[config.mk]
export PLATFORM = sky130hd
export DESIGN_NAME = serial_dual_ring_buffer_flat
export DESIGN_NICKNAME = d
export VERILOG_FILES = /design/src/rtl/core/sdrb_pkg.sv /design/src/rtl/core/sdrb_ifs.sv /design/src/rtl/core/sdrb_front.sv /design/src/rtl/core/sdrb_queue.sv /design/src/rtl/core/sdrb_back.sv /design/src/rtl/core/serial_dual_ring_buffer.sv /design/src/flat_wrapper.sv
export VERILOG_INCLUDE_DIRS = /design/src /design/src/rtl/core
export SDC_FILE = /design/constraint.sdc
export NUM_CORES = 2
export LEC_CHECK = 0
export BUFFER_PORTS_ARGS = -buffer_cell sky130_fd_sc_hd__buf_2
export CORE_UTILIZATION = 60
export CTS_CLUSTER_SIZE = 30
export DETAILED_ROUTE_END_ITERATION = 8
export GPL_TIMING_DRIVEN = 0
export PLACE_DENSITY = 0.76
export REMOVE_ABC_BUFFERS = 1
export SLEW_MARGIN = 20
export SYNTH_ARGS = -nofsm -noshare
export SYNTH_HDL_FRONTEND = slang
export SYNTH_HIERARCHICAL = 1
export SYNTH_MEMORY_MAX_BITS = 65536
export SYNTH_SLANG_ARGS = --single-unit
[constraint.sdc]
create_clock -name clk -period 6.7 [get_ports clk]
set_clock_uncertainty 0.1 [all_clocks]
set_input_delay 1.005 -clock clk [delete_from_list [all_inputs] [get_ports clk]]
set_output_delay 1.005 -clock clk [all_outputs]
set_load 0.02 [all_outputs]
[src/rtl/core/serial_dual_ring_buffer_macros.svh]
// ----------------------------------------------------------------------------
// Assertion macros for the serial dual ring buffer
// Shared concurrent check forms; each use names its own label and clock.
// ----------------------------------------------------------------------------
`ifndef SERIAL_DUAL_RING_BUFFER_MACROS_SVH
`define SERIAL_DUAL_RING_BUFFER_MACROS_SVH

// Same-cycle implication, disabled during reset
`define SDRB_ASSERT(label, clk, rst, ante, cons) \
  label: assert property (@(posedge clk) disable iff (rst) (ante) |-> (cons)) \
    else $error("sdrb check failed");

// Next-cycle implication, disabled during reset
`define SDRB_ASSERT_NEXT(label, clk, rst, ante, cons) \
  label: assert property (@(posedge clk) disable iff (rst) (ante) |=> (cons)) \
    else $error("sdrb next-cycle check failed");

`endif

[src/rtl/core/sdrb_pkg.sv]
// ----------------------------------------------------------------------------
// sdrb_pkg
// Types and constants shared by the serial dual ring buffer modules.
// ----------------------------------------------------------------------------
`default_nettype none

package sdrb_pkg;

  // default number of slots in each ring
  localparam int RING_DEPTH_DEF = 256;

  // entries in the command queue between front and back
  localparam int QUEUE_DEPTH = 2;
  localparam int QUEUE_PW    = $clog2(QUEUE_DEPTH);

  typedef enum logic [1:0] {
    OP_HOST_WRITE = 2'd0,
    OP_HOST_READ  = 2'd1,
    OP_LINE_RX    = 2'd2,
    OP_TX_DRAIN   = 2'd3
  } opcode_t;

  // classified command, one class bit set
  typedef struct packed {
    logic       is_write;
    logic       is_read;
    logic       is_rx;
    logic       is_drain;
    logic [7:0] data;
    logic       line_ready;
    logic       last;
  } cmd_t;

endpackage

`default_nettype wire

[src/rtl/core/sdrb_ifs.sv]
// ----------------------------------------------------------------------------
// sdrb channel interfaces
// Valid/ready channels for the event words and the result words.
// ----------------------------------------------------------------------------
`default_nettype none

interface sdrb_in_if;
  logic       valid;
  logic       ready;
  logic [1:0] opcode;
  logic [7:0] data_byte;
  logic       line_tx_ready;
  logic       burst_end;

  modport source (output valid, opcode, data_byte, line_tx_ready, burst_end,
                  input ready);
  modport sink   (input valid, opcode, data_byte, line_tx_ready, burst_end,
                  output ready);
endinterface

interface sdrb_out_if;
  logic       valid;
  logic       ready;
  logic       line_tx_valid;
  logic [7:0] line_tx_byte;
  logic       accepted;
  logic       read_valid;
  logic [7:0] read_byte;
  logic [7:0] rx_occupancy;

  modport source (output valid, line_tx_valid, line_tx_byte, accepted, read_valid,
                  read_byte, rx_occupancy, input ready);
  modport sink   (input valid, line_tx_valid, line_tx_byte, accepted, read_valid,
                  read_byte, rx_occupancy, output ready);
endinterface

`default_nettype wire

[src/rtl/core/sdrb_front.sv]
// ----------------------------------------------------------------------------
// sdrb_front
// Accepts event words and classifies them into commands for the queue.
// ----------------------------------------------------------------------------
`default_nettype none

module sdrb_front
  import sdrb_pkg::*;
(
  sdrb_in_if.sink req,
  input  logic    q_full,
  output logic    push,
  output cmd_t    cmd
);

  opcode_t op;

  // take a word whenever the queue has room
  assign req.ready = !q_full;
  assign push      = req.valid && !q_full;
  assign op        = opcode_t'(req.opcode);

  // decode the opcode into one class bit
  always_comb begin
    cmd            = '0;
    cmd.data       = req.data_byte;
    cmd.line_ready = req.line_tx_ready;
    cmd.last       = req.burst_end;
    unique case (op)
      OP_HOST_WRITE: cmd.is_write = 1'b1;
      OP_HOST_READ:  cmd.is_read  = 1'b1;
      OP_LINE_RX:    cmd.is_rx    = 1'b1;
      OP_TX_DRAIN:   cmd.is_drain = 1'b1;
      default:       cmd.is_drain = 1'b1;
    endcase
  end

endmodule

`default_nettype wire

[src/rtl/core/sdrb_queue.sv]
// ----------------------------------------------------------------------------
// sdrb_queue
// Short command queue that decouples the front from the back.
// ----------------------------------------------------------------------------
`default_nettype none

`include "serial_dual_ring_buffer_macros.svh"

module sdrb_queue
  import sdrb_pkg::*;
(
  input  logic clk,
  input  logic rst,
  input  logic push,
  input  cmd_t push_cmd,
  output logic full,
  output logic q_valid,
  output cmd_t q_cmd,
  input  logic pop
);

  localparam logic [QUEUE_PW-1:0] QLAST = QUEUE_PW'(QUEUE_DEPTH - 1);
  localparam logic [QUEUE_PW:0]   QCAP  = (QUEUE_PW + 1)'(QUEUE_DEPTH);

  cmd_t                entry [QUEUE_DEPTH];
  logic [QUEUE_PW-1:0] wr_ptr;
  logic [QUEUE_PW-1:0] rd_ptr;
  logic [QUEUE_PW:0]   count;

  assign full    = (count == QCAP);
  assign q_valid = (count != '0);
  assign q_cmd   = entry[rd_ptr];

  // hold queued commands
  always_ff @(posedge clk) begin
    if (push) begin
      entry[wr_ptr] <= push_cmd;
    end
  end

  // advance pointers and count
  always_ff @(posedge clk) begin
    if (rst) begin
      wr_ptr <= '0;
      rd_ptr <= '0;
      count  <= '0;
    end else begin
      if (push) begin
        wr_ptr <= (wr_ptr == QLAST) ? '0 : wr_ptr + 1'b1;
      end
      if (pop) begin
        rd_ptr <= (rd_ptr == QLAST) ? '0 : rd_ptr + 1'b1;
      end
      priority if (push && !pop) begin
        count <= count + 1'b1;
      end else if (pop && !push) begin
        count <= count - 1'b1;
      end else begin
        count <= count;
      end
    end
  end

  `SDRB_ASSERT(a_q_no_overflow, clk, rst, push, !full)
  `SDRB_ASSERT(a_q_no_underflow, clk, rst, pop, q_valid)
  `SDRB_ASSERT(a_q_count_range, clk, rst, 1'b1, count <= QCAP)

endmodule

`default_nettype wire

[src/rtl/core/sdrb_back.sv]
// ----------------------------------------------------------------------------
// sdrb_back
// Executes rx and tx ring commands, one per cycle unless the output stalls.
// ----------------------------------------------------------------------------
`default_nettype none

`include "serial_dual_ring_buffer_macros.svh"

module sdrb_back
  import sdrb_pkg::*;
#(
  parameter int RING_DEPTH = RING_DEPTH_DEF
) (
  input  logic        clk,
  input  logic        rst,
  input  logic        q_valid,
  input  cmd_t        q_cmd,
  output logic        pop,
  sdrb_out_if.source  rsp
);

  localparam int            PW   = (RING_DEPTH > 1) ? $clog2(RING_DEPTH) : 1;
  localparam int            CW   = (PW + 1 > 8) ? PW + 1 : 8;
  localparam logic [PW-1:0] LAST = PW'(RING_DEPTH - 1);
  localparam logic [PW:0]   DEPW = (PW + 1)'(RING_DEPTH);

  // result waiting for the memory read data
  typedef struct packed {
    logic       txv;
    logic       tx_mem;
    logic [7:0] txb;
    logic       acc;
    logic       rdv;
    logic [7:0] occ;
  } pend_t;

  logic [7:0]    rx_store [RING_DEPTH];
  logic [7:0]    tx_store [RING_DEPTH];
  logic [PW-1:0] rx_head, rx_tail, tx_head, tx_tail;
  logic [PW-1:0] rx_head_next, rx_tail_next, tx_head_next, tx_tail_next;
  logic          dropping_rest, dropping_rest_next;
  logic [7:0]    tx_rd, rx_rd;
  logic          tx_we, rx_we;
  pend_t         pend, pend_next;
  logic          pend_valid, pend_move;
  logic          out_valid;
  logic          out_txv, out_acc, out_rdv;
  logic [7:0]    out_txb, out_rdb, out_occ;
  logic          tx_empty, tx_full, still_full;
  logic [PW:0]   cnt;
  logic [CW-1:0] cnt_w;

  function automatic logic [PW-1:0] ring_next(input logic [PW-1:0] p);
    return (p == LAST) ? '0 : p + 1'b1;
  endfunction

  // move the pending result into the output word when it is free
  assign pend_move = pend_valid && (!out_valid || rsp.ready);
  assign pop       = q_valid && (!pend_valid || pend_move);

  assign tx_empty = (tx_head == tx_tail);
  assign tx_full  = (ring_next(tx_tail) == tx_head);

  // decide the command from the current pointers
  always_comb begin
    rx_head_next       = rx_head;
    rx_tail_next       = rx_tail;
    tx_head_next       = tx_head;
    tx_tail_next       = tx_tail;
    dropping_rest_next = dropping_rest;
    tx_we              = 1'b0;
    rx_we              = 1'b0;
    still_full         = 1'b0;
    pend_next          = '0;
    priority if (q_cmd.is_write) begin
      priority if (dropping_rest) begin
        pend_next.acc = 1'b0;
      end else if (tx_empty && q_cmd.line_ready) begin
        pend_next.txv = 1'b1;
        pend_next.txb = q_cmd.data;
        pend_next.acc = 1'b1;
      end else begin
        // send the head byte first to free a slot
        if (tx_full && q_cmd.line_ready) begin
          pend_next.txv    = 1'b1;
          pend_next.tx_mem = 1'b1;
          tx_head_next     = ring_next(tx_head);
        end
        still_full = tx_full && !q_cmd.line_ready;
        if (still_full) begin
          dropping_rest_next = 1'b1;
        end else begin
          tx_we         = 1'b1;
          tx_tail_next  = ring_next(tx_tail);
          pend_next.acc = 1'b1;
        end
      end
      if (q_cmd.last) begin
        dropping_rest_next = 1'b0;
      end
    end else if (q_cmd.is_read) begin
      if (rx_head != rx_tail) begin
        pend_next.rdv = 1'b1;
        rx_head_next  = ring_next(rx_head);
      end
    end else if (q_cmd.is_rx) begin
      if (ring_next(rx_tail) != rx_head) begin
        rx_we         = 1'b1;
        rx_tail_next  = ring_next(rx_tail);
        pend_next.acc = 1'b1;
      end
    end else begin
      if (!tx_empty && q_cmd.line_ready) begin
        pend_next.txv    = 1'b1;
        pend_next.tx_mem = 1'b1;
        tx_head_next     = ring_next(tx_head);
      end
    end

    // receive occupancy after the step, saturated to a byte
    if (rx_tail_next >= rx_head_next) begin
      cnt = {1'b0, rx_tail_next} - {1'b0, rx_head_next};
    end else begin
      cnt = DEPW - {1'b0, rx_head_next} + {1'b0, rx_tail_next};
    end
    cnt_w         = CW'(cnt);
    pend_next.occ = (cnt_w > CW'(255)) ? 8'hFF : cnt_w[7:0];
  end

  // ring stores: write at tail, registered read at head
  always_ff @(posedge clk) begin
    if (pop && tx_we) begin
      tx_store[tx_tail] <= q_cmd.data;
    end
    if (pop && rx_we) begin
      rx_store[rx_tail] <= q_cmd.data;
    end
    if (pop) begin
      tx_rd <= tx_store[tx_head];
      rx_rd <= rx_store[rx_head];
    end
  end

  // ring pointers and burst drop flag
  always_ff @(posedge clk) begin
    if (rst) begin
      rx_head       <= '0;
      rx_tail       <= '0;
      tx_head       <= '0;
      tx_tail       <= '0;
      dropping_rest <= 1'b0;
    end else if (pop) begin
      rx_head       <= rx_head_next;
      rx_tail       <= rx_tail_next;
      tx_head       <= tx_head_next;
      tx_tail       <= tx_tail_next;
      dropping_rest <= dropping_rest_next;
    end
  end

  // pending result stage
  always_ff @(posedge clk) begin
    if (rst) begin
      pend_valid <= 1'b0;
    end else if (pop) begin
      pend_valid <= 1'b1;
    end else if (pend_move) begin
      pend_valid <= 1'b0;
    end
  end

  always_ff @(posedge clk) begin
    if (pop) begin
      pend <= pend_next;
    end
  end

  // output word, held while the receiver stalls
  always_ff @(posedge clk) begin
    if (rst) begin
      out_valid <= 1'b0;
    end else if (pend_move) begin
      out_valid <= 1'b1;
    end else if (rsp.ready) begin
      out_valid <= 1'b0;
    end
  end

  always_ff @(posedge clk) begin
    if (pend_move) begin
      out_txv <= pend.txv;
      out_txb <= pend.tx_mem ? tx_rd : pend.txb;
      out_acc <= pend.acc;
      out_rdv <= pend.rdv;
      out_rdb <= pend.rdv ? rx_rd : 8'h00;
      out_occ <= pend.occ;
    end
  end

  assign rsp.valid         = out_valid;
  assign rsp.line_tx_valid = out_txv;
  assign rsp.line_tx_byte  = out_txb;
  assign rsp.accepted      = out_acc;
  assign rsp.read_valid    = out_rdv;
  assign rsp.read_byte     = out_rdb;
  assign rsp.rx_occupancy  = out_occ;

  `SDRB_ASSERT(a_tx_ptr_range, clk, rst, 1'b1, (tx_head <= LAST) && (tx_tail <= LAST))
  `SDRB_ASSERT(a_rx_ptr_range, clk, rst, 1'b1, (rx_head <= LAST) && (rx_tail <= LAST))
  `SDRB_ASSERT(a_mem_src_sends, clk, rst, pend_valid && pend.tx_mem, pend.txv)
  `SDRB_ASSERT_NEXT(a_pop_fills_pend, clk, rst, pop, pend_valid)
  `SDRB_ASSERT(a_read_sends_nothing, clk, rst, out_valid && out_rdv,
               !out_txv && !out_acc)

endmodule

`default_nettype wire

[src/rtl/core/serial_dual_ring_buffer.sv]
// ----------------------------------------------------------------------------
// serial_dual_ring_buffer
// Receive and transmit byte rings between a host and a serial line.
// ----------------------------------------------------------------------------
// Usage:
//   req carries one event word: host write, host read, line byte received
//   or transmit drain, with the data byte, the transmitter ready flag and
//   the end-of-burst flag. rsp returns exactly one result word per event:
//   the byte sent to the line, whether a write or received byte was taken,
//   the byte read by the host and the receive occupancy after the event.
//   Each ring holds RING_DEPTH-1 bytes.
//   A word accepted into the queue executes when the back pops it, with
//   its store read and result registered in the pending stage; it then
//   moves to the output word, where rsp takes it.
//   Throughput: one word per cycle while rsp is not stalled; the back executes
//   one command a cycle with single-port ring reads at the head pointers.
//   Reset clears pointers, the burst drop flag, the queue and all valid
//   flags; ring contents are not cleared and no clearing pass is needed.
//   When the receiver stalls rsp holds its word, one further result waits
//   in the pending stage, then the two-entry queue fills and req.ready drops.
// ----------------------------------------------------------------------------
`default_nettype none

module serial_dual_ring_buffer
  import sdrb_pkg::*;
#(
  parameter int RING_DEPTH = RING_DEPTH_DEF
) (
  input  logic       clk,
  input  logic       rst,
  sdrb_in_if.sink    req,
  sdrb_out_if.source rsp
);

  logic push, q_full, q_valid, pop;
  cmd_t push_cmd, q_cmd;

  sdrb_front u_front (
    .req    (req),
    .q_full (q_full),
    .push   (push),
    .cmd    (push_cmd)
  );

  sdrb_queue u_queue (
    .clk      (clk),
    .rst      (rst),
    .push     (push),
    .push_cmd (push_cmd),
    .full     (q_full),
    .q_valid  (q_valid),
    .q_cmd    (q_cmd),
    .pop      (pop)
  );

  sdrb_back #(
    .RING_DEPTH (RING_DEPTH)
  ) u_back (
    .clk     (clk),
    .rst     (rst),
    .q_valid (q_valid),
    .q_cmd   (q_cmd),
    .pop     (pop),
    .rsp     (rsp)
  );

endmodule

`default_nettype wire
[src/flat_wrapper.sv]
// flat-port wrapper written by rule: the top's interface ports become plain ports
module serial_dual_ring_buffer_flat import sdrb_pkg::*;
#(
  parameter int RING_DEPTH = RING_DEPTH_DEF
)
  (clk, rst, req_valid, req_opcode, req_data_byte, req_line_tx_ready, req_burst_end, req_ready, rsp_valid, rsp_line_tx_valid, rsp_line_tx_byte, rsp_accepted, rsp_read_valid, rsp_read_byte, rsp_rx_occupancy, rsp_ready);
  sdrb_in_if req_i ();
  sdrb_out_if rsp_i ();
  input  logic clk;
  input  logic rst;
  input wire logic [$bits(req_i.valid)-1:0] req_valid;
  input wire logic [$bits(req_i.opcode)-1:0] req_opcode;
  input wire logic [$bits(req_i.data_byte)-1:0] req_data_byte;
  input wire logic [$bits(req_i.line_tx_ready)-1:0] req_line_tx_ready;
  input wire logic [$bits(req_i.burst_end)-1:0] req_burst_end;
  output wire logic [$bits(req_i.ready)-1:0] req_ready;
  output wire logic [$bits(rsp_i.valid)-1:0] rsp_valid;
  output wire logic [$bits(rsp_i.line_tx_valid)-1:0] rsp_line_tx_valid;
  output wire logic [$bits(rsp_i.line_tx_byte)-1:0] rsp_line_tx_byte;
  output wire logic [$bits(rsp_i.accepted)-1:0] rsp_accepted;
  output wire logic [$bits(rsp_i.read_valid)-1:0] rsp_read_valid;
  output wire logic [$bits(rsp_i.read_byte)-1:0] rsp_read_byte;
  output wire logic [$bits(rsp_i.rx_occupancy)-1:0] rsp_rx_occupancy;
  input wire logic [$bits(rsp_i.ready)-1:0] rsp_ready;
  assign req_i.valid = req_valid;
  assign req_i.opcode = req_opcode;
  assign req_i.data_byte = req_data_byte;
  assign req_i.line_tx_ready = req_line_tx_ready;
  assign req_i.burst_end = req_burst_end;
  assign req_ready = req_i.ready;
  assign rsp_valid = rsp_i.valid;
  assign rsp_line_tx_valid = rsp_i.line_tx_valid;
  assign rsp_line_tx_byte = rsp_i.line_tx_byte;
  assign rsp_accepted = rsp_i.accepted;
  assign rsp_read_valid = rsp_i.read_valid;
  assign rsp_read_byte = rsp_i.read_byte;
  assign rsp_rx_occupancy = rsp_i.rx_occupancy;
  assign rsp_i.ready = rsp_ready;
  serial_dual_ring_buffer #(.RING_DEPTH(RING_DEPTH)) u_core (.clk(clk), .rst(rst), .req(req_i), .rsp(rsp_i));
endmodule
### After elaboration in Yosys (flattened, before gate mapping)

Memories as Yosys holds them, arrays and structs flattened. A register that Yosys moved wholly into a read port is not among the register bits.
Cells that the tools add are included.

* register bits: 86
* memory bits (writable): 4124
* input bits: 16
* output and inout port bits: 29
* logic and storage cells: 156
* memories: 3

Memories
* u_core.u_back.rx_store: words 256, bits a word 8, read ports 1, clocked after memory_dff 1, wr ports 1, line sdrb_back.sv:37 `logic [7:0] rx_store [RING_DEPTH];`
* u_core.u_back.tx_store: words 256, bits a word 8, read ports 1, clocked after memory_dff 1, wr ports 1, line sdrb_back.sv:38 `logic [7:0] tx_store [RING_DEPTH];`
* u_core.u_queue.entry: words 2, bits a word 14, read ports 1, clocked after memory_dff 1, wr ports 1, line sdrb_queue.sv:25 `cmd_t entry [QUEUE_DEPTH];`

* add/sub/neg operators: 11
* $lt $le $gt $ge: 2
* equal/unequal tests: 17
* mux-type cells: 65
* bitwise gates (word level): 5
* reductions and logical operators: 31

Operators by type and width (count)
* $mux W8: 20
* $mux W1: 36
* $add A8 B1 Y8 const B: 4
* $eq A8 B8 Y1 const B: 4
* $eq A8 B8 Y1: 2
* $ne A8 B8 Y1: 2
* $mux W2: 7
* $logic_and A1 B1 Y1: 11
* $mux W10: 1
* $reduce_bool A2 Y1: 5
* $add A9 B8 Y9: 1
* $gt A9 B8 Y1 const B: 1
* $mux W9: 1
* $sub A8 B8 Y9: 1
* $sub A9 B8 Y9 const A: 1
* $ge A8 B8 Y1: 1
* $logic_not A1 Y1: 7
* $reduce_and A7 Y1: 1
* $eq A2 B2 Y1 const B: 3
* $ne A2 B2 Y1 const B: 3
* $not A1 Y1: 5
* $reduce_and A5 Y1: 1
* $ne A2 B1 Y1 const B: 2
* $reduce_or A3 Y1: 1
* other kinds (8): 10

### Logic depth before layout (Yosys ltp)

* depth in word-level cells: 11
* depth in mapped cells: 20
* depth with buffers taken out: 17

### Hierarchy

Netlist, hierarchy kept.

Modules (own cells, without submodules)
* sdrb_back: instances 1, cells an instance 8075, area an instance 164622.9 um^2, sequential area each 125590.5 um^2
* sdrb_queue: instances 1, cells an instance 65, area an instance 1216.2 um^2, sequential area each 940.9 um^2
* sdrb_front: instances 1, cells an instance 16, area an instance 111.4 um^2, sequential area each 0.0 um^2

### Worst setup path before layout

OpenSTA, ideal clock, no wires.

* path type: flip-flop to flip-flop
* start: reg with a tool-made name
* end: mem u_core.u_back.rx_store[0][0], data pin
* data arrival time: 4.089 ns
* data required time: 5.688 ns
* path slack: 1.598 ns
* cell stages (with the launch flop): 3
* clock period less this slack: 5.102 ns
* cell sequence: dfxtp_1 > buf_4 > mux2_2

RTL lines (line)
* end, declared: sdrb_back.sv:37

### Worst setup path after layout

* start: reg u_core.u_back.rx_tail[0]
* end: reg u_core/u_back/pend[2] (netlist bit), data pin

* word-level cells in the longest chain between the ends: 10
* elaborated cells between the ends (all ways): 18
* classes of those cells: 4 x add/sub; 2 x order compare; 3 x eq/ne; 9 x mux

Ends and longest elaborated chain
* start, declared: line sdrb_back.sv:39 `logic [PW-1:0] rx_head, rx_tail, tx_head, tx_tail;`
* start signal, assigned: line sdrb_back.sv:154 `rx_tail <= rx_tail_next;`
* $add A8 B1 Y8 or $eq A8 B8 Y1 (tied branches): line sdrb_back.sv:54 `return (p == LAST) ? '0 : p + 1'b1;`
* $mux W8 (*): line sdrb_back.sv:54
* $ne A8 B8 Y1: line sdrb_back.sv:107 `if (ring_next(rx_tail) != rx_head) begin`
* $mux W8 (*): line sdrb_back.sv:107
* $mux W8 (*): line sdrb_back.sv:106 `end else if (q_cmd.is_rx) begin`
* $mux W8 (*): line sdrb_back.sv:101 `end else if (q_cmd.is_read) begin`
* $mux W8 (*): line sdrb_back.sv:75 `priority if (q_cmd.is_write) begin`
* named net u_core.u_back.rx_tail_next[1]: line sdrb_back.sv:40 `logic [PW-1:0] rx_head_next, rx_tail_next, tx_head_next, tx_tail_next;`
* $add A9 B8 Y9 (tied with other cells): line sdrb_back.sv:124 `cnt = DEPW - {1'b0, rx_head_next} + {1'b0, rx_tail_next};`
* $mux W9 (*): line sdrb_back.sv:121 `if (rx_tail_next >= rx_head_next) begin`
* $gt A9 B8 Y1: line sdrb_back.sv:127 `pend_next.occ = (cnt_w > CW'(255)) ? 8'hFF : cnt_w[7:0];`
* end signal, assigned: line sdrb_back.sv:174 `pend <= pend_next;`
* end, declared: line sdrb_back.sv:44 `pend_t pend, pend_next;`

The timed path passes the listed nets; every way through them passes the cells marked *.
A chain may end at the register's enable or synchronous reset.

==> results.sh <==
export IMPL_worstPathRequired_ns=7.38
export IMPL_vias=87100
export IMPL_holdBufCountCts=0
export IMPL_drcViolationCount=0
export IMPL_cp_max_fo=32
export IMPL_critPathKind="flip-flop to flip-flop"
export IMPL_worst_slack_ns=0.507
export IMPL_n_fill_cell=16000
export IMPL_total_power_uw=64200
export IMPL_ctsResizeCount=0
export IMPL_r2r_cells=17
export IMPL_outcome="complete, no violations"
export IMPL_cts_setup_buffers=0
export IMPL_placed_cells=11500
export IMPL_slew_headroom_pct=12.8
export IMPL_dr_first_iter_drc_count=13100
export IMPL_io_buffers=44
export IMPL_synth_cells=8152
export IMPL_placeableCoreArea_um2=274000
export IMPL_antenna_found_initial=11
export IMPL_rsz0062_at_grt="false"
export IMPL_syn_avg_cell_area_um2=20.3
export IMPL_cts_root_buf="clkbuf_16"
export IMPL_ant_nets=0
export IMPL_dr_pass1_iters=6
export IMPL_syn_area_um2=166000
export IMPL_drt_wl_total_um=424000
export IMPL_grt_ovfl_total=0
export IMPL_start_kind="flip-flop"
export IMPL_synth_warnings=6
export IMPL_min_period_over_period_pct=92.4
export IMPL_row_count=192
export IMPL_dieArea_um2=279000
export IMPL_final_max_slew_viol_count=0
export IMPL_h_tree_depth=5
export IMPL_cts_buffers=414
export IMPL_worstHoldPathCells=1
export IMPL_tns_ns=0
export IMPL_powerDensity_nw_per_um2=343
export IMPL_insertion_delay_ns=0.93
export IMPL_io_pins=45
export IMPL_nets=8287
export IMPL_via_per_inst=7.10
export IMPL_worstMarginPinSlew_ns=1.27
export IMPL_drt_wirelength_per_cell_um=34.5
export IMPL_gp_congestion=0.856
export IMPL_finalHoldViolCount=0
export IMPL_cts_buffer_depth=4
export IMPL_worst_ep_arrival_time_ns=6.87
export IMPL_grt_max_degree=130
export IMPL_setup_violations=0
export IMPL_clock_sinks=4225
export IMPL_drive_above_1_share_pct=24.5
export IMPL_grt_pass1_wl_um=608000
export IMPL_synthToLayoutAreaGrowth_pct=12.7
export IMPL_peakVddDrop_mv=0.305
export IMPL_cts_tree="yes"
export IMPL_dp_hpwl_um=246000
export IMPL_hold_path_class="primary input to flip-flop"
export IMPL_grt_use_total_pct=30.4
export IMPL_max_freq_mhz=161
export IMPL_endpoint_kind="flip-flop"
export IMPL_initial_core_util_pct=60.5
export IMPL_cellLeakagePower_uw=0.0556
export IMPL_max_cap_violations=0
export IMPL_die_h_um=528
export IMPL_clk_pin_slew_ns=0.06
export IMPL_dp_slack_ns=0.324
export IMPL_grt_pass1_vias=87000
export IMPL_fp_dieW_um=528
export IMPL_finalCriticalPeriod_ns=6.19
export IMPL_fin_cells=12300
## placed cells by master (no fill, tap or decap), types with 56 or more instances in the layout
cell type  count
a21oi_1      142
a221oi_1      81
a22oi_1      124
buf_12        56
buf_16       106
clkbuf_1      82
clkbuf_16    421
clkinv_1      89
clkinv_2      74
edfxtp_1    4185
mux2i_1      368
mux4_2       915
nand2_1      169
nand3_1       72
nor2_1       388
nor3_2       226
o21ai_0      105
## path summary, 6_finish.rpt
check	from	to	slack (ns)
max	u_core/u_back/rx_tail[0]	u_core/u_back/pend[2]	0.51
min	req_data_byte[4]	u_core/u_queue/entry[1][6]	0.16
max reg2reg	u_core/u_back/rx_tail[0]	u_core/u_back/pend[2]	0.51
min reg2reg	u_core/u_back/pend[0]	u_core/u_back/rsp.rx_occupancy[0]	0.32
## where the power goes
part | internal, µW | total, µW | leakage (µW) | switching (µW)
Clock | 12900 | 22600 | 0.00634 | 9700
Sequential | 31700 | 32000 | 0.0380 | 233
Combinational | 3300 | 9690 | 0.0113 | 6400
Total | 47900 | 64200 | 0.0556 | 16300
## final cells by class
cell class / instances / area (µm²) / share of cell area (%)
diodes: 6 / 15.0 / 0.00803
clock buffers: 512 / 11000 / 5.87
clock inverters: 239 / 2070 / 1.11
inverters: 23 / 98.8 / 0.0529
multi-input cells: 3367 / 38300 / 20.5
flip-flops and latches: 4225 / 127000 / 67.7
well taps: 3686 / 4610 / 2.47
repair buffers: 219 / 4430 / 2.37
## worst max-delay path: stages (launching register included)
cell	delay [ns]
dfxtp_1	0.53
ha_1	0.55
nand3_2	0.53
buf_16	0.38
a21boi_0	0.18
o21ai_0	0.17
xor2_1	0.38
o31a_2	0.63
nor2_1	0.13
a21o_1	0.20
ha_1	0.30
nor2b_1	0.14
o21ai_0	0.11
a21oi_1	0.31
o2111ai_1	0.25
or3_1	0.41
a31oi_1	0.51
o21bai_1	0.21
## per-layer routing
| metal | up-vias | track usage, % | share of wire, % |
|---|---|---|---|
| met5 | - | 0 | 0.0064 |
| met4 | 4 | 13.7 | 4.9 |
| met3 | 1185 | 7.93 | 13 |
| met2 | 6608 | 46.4 | 47 |
| met1 | 45200 | 41.9 | 35 |
| li1 | 34200 | - | - |
## metrics by stage
stage | instance area, µm² | util, % | hold slack, ns
floorplan | 163000 | - | 0.300
global placement | 168000 | 61.3 | 0.306
detailed placement | 174000 | 63.4 | 0.306
CTS | 187000 | 68.1 | 0.115
global route | 187000 | 68.1 | 0.146
finish | 187000 | 68.2 | 0.158
## registers in the layout, indices dropped and copies added, names as in the netlist, 20 cells and up, named ones only
register / count
u_core/u_back/pend: 20
u_core/u_back/rx_store: 2048
u_core/u_back/tx_store: 2048
u_core/u_queue/entry: 26
Note: power is estimated with default switching activity, not from simulation.
